==> config.mk <==
export PLATFORM = sky130hd
export DESIGN_NAME = cpc_decide
export DESIGN_NICKNAME = d
export VERILOG_FILES = /design/src/design/cpc_pkg.sv /design/src/design/cpc_decide.sv
export SDC_FILE = /design/constraint.sdc
export NUM_CORES = 1
export LEC_CHECK = 0
export BUFFER_PORTS_ARGS = -buffer_cell sky130_fd_sc_hd__buf_2
export CORE_UTILIZATION = 36
export CTS_CLUSTER_DIAMETER = 120
export DETAILED_ROUTE_END_ITERATION = 6
export HOLD_SLACK_MARGIN = 0.03
export PLACE_DENSITY_LB_ADDON = 0.25
export SYNTH_ARGS = -nofsm -noshare
export SYNTH_HDL_FRONTEND = slang
export SYNTH_SLANG_ARGS = --single-unit
==> constraint.sdc <==
create_clock -name clock -period 5.1 [get_ports clock]
set_input_delay 0.51 -clock clock [delete_from_list [all_inputs] [get_ports clock]]
set_output_delay 0.51 -clock clock [all_outputs]
set_load 0.1 [all_outputs]
==> src/design/cpc_pkg.sv <==
`default_nettype none
// ----------------------------------------------------------------------------
// cpc_pkg
// Shared types and constants for the contrast pixel counter.
// ----------------------------------------------------------------------------
package cpc_pkg;

   localparam int PIXEL_W          = 8;
   localparam int COUNT_W          = 20;
   localparam int FRAME_WIDTH_W    = 10;
   localparam int FRAME_HEIGHT_W   = 11;
   localparam int THRESHOLD_W      = 8;
   localparam int CSR_INDEX_W      = 2;
   localparam int CSR_DATA_W       = 11;

   localparam int MAX_WIDTH_DEFAULT  = 512;
   localparam int MAX_HEIGHT_DEFAULT = 1024;
   localparam int MIN_DIM            = 2;

   localparam logic [FRAME_WIDTH_W-1:0]  FRAME_WIDTH_RESET  = FRAME_WIDTH_W'(320);
   localparam logic [FRAME_HEIGHT_W-1:0] FRAME_HEIGHT_RESET = FRAME_HEIGHT_W'(200);
   localparam logic [THRESHOLD_W-1:0]    THRESHOLD_RESET    = THRESHOLD_W'(128);

   typedef enum logic [CSR_INDEX_W-1:0] {
      CSR_FRAME_WIDTH,
      CSR_FRAME_HEIGHT,
      CSR_CONTRAST_THRESHOLD
   } cpc_csr_type;

   // position flags of one pixel beat, worked out when it is accepted
   typedef struct packed {
      logic has_left;    // column above zero
      logic has_left2;   // column two or more
      logic has_right;   // column below the last one
      logic upper_row;   // row one or more
      logic has_up2;     // row two or more
      logic last_row;
      logic last_col;
   } cpc_flags_type;

   typedef struct packed {
      cpc_flags_type        flags;
      logic [PIXEL_W-1:0]   pixel;
      logic [PIXEL_W-1:0]   recent0;   // this row, one column back
      logic [PIXEL_W-1:0]   recent1;   // this row, two columns back
   } cpc_beat_type;

endpackage
`default_nettype wire

==> src/design/cpc_decide.sv <==
`default_nettype none
// ----------------------------------------------------------------------------
// cpc_decide
// Second stage: holds the upper-row window, decides contrast for the pixels
// that become final with this beat, keeps the frame total and the result
// register.
// ----------------------------------------------------------------------------
module cpc_decide (
   input  wire logic                            clock,
   input  wire logic                            reset,
   input  wire logic                            beat_valid,
   input  wire cpc_pkg::cpc_beat_type           beat,
   input  wire logic [cpc_pkg::THRESHOLD_W-1:0] threshold,
   input  wire logic [cpc_pkg::PIXEL_W-1:0]     rd_right,
   input  wire logic [cpc_pkg::PIXEL_W-1:0]     rd_up,
   output      logic                            stage_ready,
   output      logic                            rsp_valid,
   input  wire logic                            rsp_ready,
   output      logic [cpc_pkg::COUNT_W-1:0]     rsp_count
);
   import cpc_pkg::*;

   function automatic logic differs(input logic [PIXEL_W-1:0] a,
                                    input logic [PIXEL_W-1:0] b,
                                    input logic [THRESHOLD_W-1:0] thr);
      logic [PIXEL_W-1:0] d;
      d = (a > b) ? (a - b) : (b - a);
      return d > thr;
   endfunction

   logic                 s1_valid_ff, s1_valid_in;
   cpc_beat_type         beat_ff, beat_in;
   logic [PIXEL_W-1:0]   up_left_ff, up_left_in;
   logic [PIXEL_W-1:0]   up_center_ff, up_center_in;
   logic [COUNT_W-1:0]   total_ff, total_in;
   logic                 rsp_valid_ff, rsp_valid_in;
   logic [COUNT_W-1:0]   rsp_count_ff, rsp_count_in;

   logic                 frame_end;
   logic                 fire;
   logic                 add_center, add_prev, add_last;
   logic [COUNT_W-1:0]   sum;
   cpc_flags_type        f;

   always_comb begin
      f         = beat_ff.flags;
      frame_end = f.last_row && f.last_col;
      fire      = s1_valid_ff && !(frame_end && rsp_valid_ff && !rsp_ready);

      // pixel above the current one, now that its lower neighbor is here
      add_center = f.upper_row &&
                   ((f.has_left  && differs(up_center_ff, up_left_ff, threshold)) ||
                    (f.has_right && differs(up_center_ff, rd_right, threshold)) ||
                    (f.has_up2   && differs(up_center_ff, rd_up, threshold)) ||
                    differs(up_center_ff, beat_ff.pixel, threshold));
      // last row: the left neighbor is final once its right neighbor is in
      add_prev = f.upper_row && f.last_row && f.has_left &&
                 ((f.has_left2 && differs(beat_ff.recent0, beat_ff.recent1, threshold)) ||
                  differs(beat_ff.recent0, beat_ff.pixel, threshold) ||
                  differs(beat_ff.recent0, up_left_ff, threshold));
      // last pixel of the frame decides itself
      add_last = f.upper_row && f.last_row && f.last_col &&
                 (differs(beat_ff.pixel, beat_ff.recent0, threshold) ||
                  differs(beat_ff.pixel, up_center_ff, threshold));

      sum = total_ff + COUNT_W'(add_center) + COUNT_W'(add_prev) + COUNT_W'(add_last);

      stage_ready = !s1_valid_ff || fire;

      s1_valid_in  = beat_valid ? 1'b1 : (fire ? 1'b0 : s1_valid_ff);
      beat_in      = beat_valid ? beat : beat_ff;
      up_left_in   = up_left_ff;
      up_center_in = up_center_ff;
      total_in     = total_ff;
      rsp_valid_in = rsp_valid_ff && !rsp_ready;
      rsp_count_in = rsp_count_ff;

      if (fire) begin
         // slide the upper window; on a last column this loads the next
         // row's first upper pixel
         up_left_in   = up_center_ff;
         up_center_in = rd_right;
         if (frame_end) begin
            total_in     = '0;
            rsp_valid_in = 1'b1;
            rsp_count_in = sum;
         end else begin
            total_in = sum;
         end
      end
   end

   always_ff @(posedge clock) begin
      if (reset) begin
         s1_valid_ff  <= 1'b0;
         total_ff     <= '0;
         rsp_valid_ff <= 1'b0;
         up_left_ff   <= '0;
         up_center_ff <= '0;
      end else begin
         s1_valid_ff  <= s1_valid_in;
         total_ff     <= total_in;
         rsp_valid_ff <= rsp_valid_in;
         up_left_ff   <= up_left_in;
         up_center_ff <= up_center_in;
      end
      beat_ff      <= beat_in;
      rsp_count_ff <= rsp_count_in;
   end

   assign rsp_valid = rsp_valid_ff;
   assign rsp_count = rsp_count_ff;

endmodule
`default_nettype wire

==> results of run 1 <==
## layout make-up
| type | count | area [um^2] | share of cell area [%] |
|---|---|---|---|
| multi-input combinational | 849 | 7480 | 55.8 |
| clock inverter | 6 | 97.6 | 0.728 |
| sequential | 89 | 2300 | 17.2 |
| inverter | 98 | 382 | 2.85 |
| tap | 335 | 419 | 3.13 |
| clock buffer | 10 | 229 | 1.71 |
| timing repair buffer | 351 | 2500 | 18.6 |
## layer usage
metal / part of all wire [%] / GRT usage, %
met3: 4.5 / 2.88
met5: 0 / 0
met1: 46 / 28.7
met4: 1.4 / 5.57
met2: 48 / 37.7
## kinds of logic (layout without fill, tap and decap cells)
family          count (synthesis)  in the layout
compound gates                295            295
xor+xnor                       68             68
fa+ha+maj                     196            196
buf+inv                       131            465
flops                          89             89
mux                            58             58
simple gates                  232            232
## cell usage after synthesis (7+ instances only)
| master | number |
|---|---|
| ha_1 | 180 |
| a21oi_1 | 109 |
| inv_1 | 98 |
| nor2_1 | 61 |
| nand2_1 | 58 |
| a21o_1 | 53 |
| edfxtp_1 | 51 |
| xnor2_1 | 50 |
| o21ai_0 | 43 |
| dfxtp_1 | 38 |
| nand4_1 | 32 |
| mux2i_1 | 28 |
| mux2_2 | 22 |
| clkbuf_1 | 21 |
| a22oi_1 | 19 |
| nand3_1 | 19 |
| nor2b_1 | 18 |
| xor2_1 | 18 |
| fa_1 | 16 |
| o21a_1 | 12 |
| nand2b_1 | 9 |
| and3_1 | 7 |
| nor3_1 | 7 |
## power by group through the flow
stage	clock, mW	sequential [mW]	combinational, mW
3_5_place_dp	0	0.829	1.51
6_report	0.770	0.813	1.64
2_1_floorplan	0	0.834	0.945
3_3_place_gp	0	0.830	1.49
4_1_cts	0.790	0.813	1.58
5_1_grt	0.810	0.816	1.81
## flip-flops by register name (all words and copies together), names as in the netlist
name / count
rsp_valid: 1
s1_valid_ff: 1
rsp_count: 20
total_ff: 20
up_left_ff: 8
up_center_ff: 8
beat_ff: 31
## layout by cell type, fill, tap and decap left out, types with 8 or more instances in the layout
master     count
a21o_1        51
a21oi_1       97
a21oi_2       14
a22oi_1       14
buf_2         80
buf_4        257
buf_6         13
clkbuf_16      9
dfxtp_1       33
edfxtp_1      51
fa_1          10
ha_1         167
ha_4          12
inv_1         86
inv_2          9
mux2_2        19
mux2i_1       27
nand2_1       55
nand2b_1       9
nand3_1       10
nand4_1       32
nor2_1        57
nor2b_1       16
o21a_1        12
o21ai_0       32
o21ai_1        8
o21ai_2        8
xnor2_1       44
xor2_1        16
## critical path: stages, from the launching register on
cell	delay, ns
dfxtp_1	0.40
buf_4	0.18
ha_1	0.31
nand4_1	0.18
a21o_1	0.25
a21o_4	0.28
buf_4	0.14
mux2_4	0.30
a22oi_2	0.18
o21a_1	0.14
o31a_1	0.15
ha_1	0.24
nand4_1	0.10
buf_4	0.12
o211ai_1	0.09
a41o_1	0.29
fa_1	0.55
inv_2	0.05
ha_4	0.16
fa_2	0.39
nand3_4	0.12
buf_12	0.11
nor2_4	0.03
and3_4	0.17
and3_4	0.17
xor2_1	0.15
a22oi_1	0.16
nor2_1	0.06
## how the worst min path moves through the flow
stage / from / end / slack [ns] / cells past startpoint
6_report: beat[27] / beat_ff[27] / 0.32 / 1
2_1_floorplan: up_left_ff[7] / up_left_ff[7] / 0.44 / 2
3_3_place_gp: up_left_ff[7] / up_left_ff[7] / 0.44 / 2
4_1_cts: beat[27] / beat_ff[27] / 0.31 / 1
5_1_grt: beat[27] / beat_ff[27] / 0.31 / 1
3_5_place_dp: up_left_ff[7] / up_left_ff[7] / 0.46 / 2
## metrics by stage
| step | std cells | power (mW) | setup slack (ns) |
|---|---|---|---|
| final | 1738 | 3.23 | -0.526 |
| after global routing | 1738 | 3.43 | -0.731 |
| after CTS | 1732 | 3.18 | -0.464 |
| after detailed placement | 1697 | 2.34 | -0.640 |
| after global placement | 1697 | 2.32 | -0.533 |
| after floorplan | 1069 | 1.78 | -0.119 |
## what timing repair did
action / CTS / global route
pin swaps: 47 / 64
setup endpoints to repair: 36 / 38
setup buffers: 22 / 9
resized for setup: 65 / 62
==> results.json, run 1 <==
{
  "r2r_cells": 27,
  "drtPass1Iterations": 7,
  "cts.sinks": 89,
  "synth_top_family_by_area": "adder cells",
  "hold_violations": 0,
  "setup_ws_ns": -0.526,
  "die_x_um": 166,
  "grt_pass1_wl_mm": 47.5,
  "drive_above_1_share_pct": 36.4,
  "die_h_um": 166,
  "tightest_slew_ns": 1.13,
  "reg2reg_slack_ns": -0.53,
  "rsz0062_at_grt": "yes",
  "power_frac_clock_pct": 23.9,
  "hpwl_mm": 23.7,
  "critPathArrivalTime_ns": 5.84,
  "min_period_ns": 5.63,
  "htree_num_levels": 3,
  "place_congestion": 0.910,
  "detail-route-antenna-nets": 0,
  "synthSimpleGateAreaFrac_pct": 11.9,
  "finalCritPeriodShare_pct": 110,
  "whs_ns": 0.322,
  "status": "finished with violations",
  "diodes": 0,
  "first_global_vias": 9098,
  "crit_path_end_kind": "register",
  "drt_iter0_drc": 461,
  "clk_latency_ns": 0.36,
  "fp-row-count": 59,
  "p_seq_share_pct": 25.2,
  "clkTransAtPathRegs_ns": 0.08,
  "postSynthCellCount": 1069,
  "synth.cell_area_um2": 9700,
  "synth.area.top_cells": "ha_1 (23%), edfxtp_1 (16%), dfxtp_1 (7.8%)",
  "fin_skew_ns": 0.0106,
  "grtUsageTotal_pct": 21.9,
  "ys_ff_latch": 89,
  "synth_compound_area_share_pct": 19.7,
  "synth_edf_count": 51,
  "synth_mux_area_share_pct": 6.53,
  "p_leak_nw": 6.48,
  "gr-total-overflow": 0,
  "drc": 4,
  "numPortBuffers": 80,
  "vdd_ir_drop_max_uv": 145,
  "synthAdderAreaFrac_pct": 26.5,
  "final_util_pct": 51.2,
  "slew_violations": 0,
  "synth-xor-area-share_pct": 6.14,
  "tns_ns": -9.52,
  "wl_per_cell_um": 17.5,
  "p_comb_share_pct": 50.9,
  "syn_avg_cell_area_um2": 9.07,
  "start_util_pct": 37.0,
  "violations": "design-rule violations, negative setup slack",
  "antenna_found_initial": 0,
  "fin_area_um2": 13400,
  "synthArstFlopShare_pct": 0,
  "startpoint": "up_center_ff[6]",
  "cp.required_ns": 5.32,
  "cts_tree": "built",
  "ys_warn_count": 0,
  "cell_internal_pwr_mw": 2.06,
  "fillers": 2387,
  "nNetsFinal": 1653,
  "r2r-start": "up_center_ff[6]",
  "clockRootBuffer": "clkbuf_16",
  "crit_fanout": 7,
  "worstHoldPathType": "input port to register",
  "relSlewSlack_pct": 24.5,
  "p_switching_mw": 1.17,
  "fmax_mhz": 178,
  "vias": 9031,
  "yosys.area.top_type": "ha_1",
  "power.density_nw_per_um2": 241,
  "synth_top_area_share_pct": 23.2,
  "wirelength_mm": 30.5,
  "cts_buffer_depth": 2,
  "core_um2": 26200,
  "die_area_um2": 27600,
  "cap_violations": 0,
  "io-pin-count": 81,
  "startpoint_type": "register",
  "numCtsBuffers": 9,
  "crit_type": "register to register",
  "yosysSeqAreaShare_pct": 23.6,
  "grt_max_degree": 39,
  "synth_cell_types": 62,
  "cts_hold_buf": 0,
  "synth-main-ff-cell": "edfxtp_1",
  "setup_viol": 33,
  "reg2reg_to": "total_ff[10]",
  "syn_nets": 1324,
  "viasPerCell": 5.20,
  "dpl_cell_area_um2": 12300,
  "area_delta_synth_final_pct": 38.3,
  "p_sw_share_pct": 36.3,
  "endpoint": "total_ff[10]"
}
(Power assumes the default switching activity.)
==> inputs of run 2 (changes only) <==
--- a/config.mk
+++ b/config.mk
@@ -11,6 +11,7 @@
 export DETAILED_ROUTE_END_ITERATION = 6
 export HOLD_SLACK_MARGIN = 0.03
 export PLACE_DENSITY_LB_ADDON = 0.25
+export REMOVE_ABC_BUFFERS = 1
 export SYNTH_ARGS = -nofsm -noshare
 export SYNTH_HDL_FRONTEND = slang
 export SYNTH_SLANG_ARGS = --single-unit
==> run 2 against run 1 <==
  * The run still ends with design-rule violations, negative setup slack left
  * Setup slack worse by 0.085 ns
  * First-iteration DRC count rose by 6.7%
  * Clock power fell by 9.5%
  * Critical path depth increased by 4
  * Total power decreased by 2.4%
  * Worst hold slack worse by 0.0040 ns
  * Highest routed layer unchanged
==> results.json, run 2 (same netlist as run 1, synthesis figures left out) <==
{
  "fin_skew_ns": 0.0173,
  "largest_reg_flops": 31,
  "drive_above_1_share_pct": 35.9,
  "grt_use_met2_pct": 36.5,
  "startpoint_type": "register",
  "start_util_pct": 37.0,
  "gr-usage-met1_pct": 28.0,
  "setup_ws_ns": -0.612,
  "startpoint": "beat_ff[16]",
  "dpl_cell_area_um2": 12400,
  "wl_per_cell_um": 17.1,
  "io-pin-count": 81,
  "tightest_slew_ns": 1.15,
  "place_congestion": 0.907,
  "detail-route-antenna-nets": 0,
  "drc": 5,
  "numPortBuffers": 80,
  "antenna_found_initial": 0,
  "slowest_delay_ns": 0.43,
  "regArea_um2": 2300,
  "vdd_ir_drop_max_uv": 175,
  "clockRootBuffer": "clkbuf_16",
  "die_h_um": 166,
  "finalCritPeriodShare_pct": 112,
  "reg2reg_to": "total_ff[16]",
  "fp-row-count": 59,
  "relSlewSlack_pct": 23.4,
  "multi_input_comb_area_um2": 7340,
  "crit_cells": 31,
  "p_leak_nw": 6.52,
  "status": "finished with violations",
  "nNetsFinal": 1673,
  "die_area_um2": 27600,
  "critPathArrivalTime_ns": 5.94,
  "hpwl_mm": 23.2,
  "power.density_nw_per_um2": 235,
  "slew_violations": 0,
  "drt_iter0_drc": 492,
  "drtPass1Iterations": 7,
  "clkTransAtPathRegs_ns": 0.08,
  "reg2reg_slack_ns": -0.61,
  "r2r-start": "beat_ff[16]",
  "endpoint": "total_ff[16]",
  "cpMaxStageDelayCell": "fa_1",
  "first_global_vias": 8886,
  "cap_violations": 0,
  "rsz0062_at_grt": "yes",
  "clk_latency_ns": 0.37,
  "min_period_ns": 5.71,
  "crit_path_end_kind": "register",
  "cp.required_ns": 5.33,
  "layout_common_cells": "buf_4 (271), ha_1 (172), a21oi_1 (96)",
  "fmax_mhz": 175,
  "use_met3_pct": 3.17,
  "die_x_um": 166,
  "grtUsageTotal_pct": 21.5,
  "regMostFlops": "beat_ff",
  "area_delta_synth_final_pct": 38.4,
  "fillers": 2446,
  "final_util_pct": 51.2,
  "violations": "design-rule violations, negative setup slack",
  "worstHoldPathType": "input port to register",
  "cts_buffer_depth": 2,
  "crit_buf_inv": 6,
  "final_common_cell": "buf_4",
  "crit_type": "register to register",
  "setup_viol": 36,
  "diodes": 0,
  "cts_tree": "built",
  "r2r_cells": 31,
  "cts.sinks": 89,
  "grt_max_degree": 39,
  "wirelength_mm": 30.0,
  "fin_area_um2": 13400,
  "core_um2": 26200,
  "grt_pass1_wl_mm": 46.1,
  "hold_violations": 0,
  "critical-path-top-delay-family": "compound AO/OA/AOI/OAI gates",
  "instances_no_fill": 1758,
  "htree_num_levels": 3,
  "dp_cells": 1714,
  "numCtsBuffers": 9,
  "viasPerCell": 5.17,
  "gr-total-overflow": 0,
  "vias": 9089,
  "globalRoute.busiestLayer": "met2",
  "crit_fanout": 3
}
==> run 2: cell count changes in the layout (fill, tap and decap cells not counted), moves of 3 or more <==
cell     previous run  this run
a21oi_2            14        17
o21ai_1             8        13
inv_2               9         4
ha_4               12         6
buf_12              1         4
ha_1              167       172
buf_4             257       271
mux2i_2             0         3
dfxtp_1            33        37
o21ai_2             8         3
dfxtp_2             3         0
inv_1              86        93
buf_6              13        16
==> run 2: per-stage QoR <==
stage	total power [mW]	hold WS, ns	setup slack, ns	TNS, ns
2_1_floorplan	1.76	0.430	-0.571	-5.54
3_3_place_gp	2.33	0.446	-0.646	-12.10
3_5_place_dp	2.36	0.454	-0.761	-15.35
4_1_cts	3.12	0.312	-0.413	-5.75
5_1_grt	3.37	0.312	-0.876	-23.57
6_report	3.15	0.318	-0.612	-14.61
==> run 2: power breakdown <==
part,internal [mW],leakage (nW),switching [mW]
clock,0.349,0.149,0.348
sequential,0.788,0.837,0.0243
combinational,0.843,5.53,0.797
total,1.98,6.52,1.17
==> run 2: worst min path at each step <==
| stage | cells after the start | start | end |
|---|---|---|---|
| 2_1_floorplan | 2 | up_left_ff[7] | up_left_ff[7] |
| 3_3_place_gp | 2 | up_left_ff[7] | up_left_ff[7] |
| 3_5_place_dp | 2 | up_left_ff[7] | up_left_ff[7] |
| 4_1_cts | 1 | beat[27] | beat_ff[27] |
| 5_1_grt | 1 | beat[27] | beat_ff[27] |
| 6_report | 1 | beat[24] | beat_ff[24] |
==> run 2: what timing repair did <==
item	4_1_cts	5_1_grt
buffers inserted	18	12
hold buffers	0	0
endpoints found under the setup margin	37	38
pin swaps	38	30
resized for setup	74	50
==> run 2: area by class of cell <==
| cell class | instances | share of cell area [%] |
|---|---|---|
| repair buffers | 371 | 20.1 |
| well taps | 335 | 3.12 |
| clock buffers | 9 | 1.68 |
| clock inverters | 7 | 0.569 |
| inverters | 98 | 2.76 |
| flip-flops and latches | 89 | 17.1 |
| multi-input cells | 849 | 54.7 |
==> run 2: layer usage <==
metal  vias to the layer above  routed length [um]
li1                       4520                   -
met1                      4339               13800
met2                       189               14200
met3                        41                1320
met4                         0                 685
met5                         -                   0
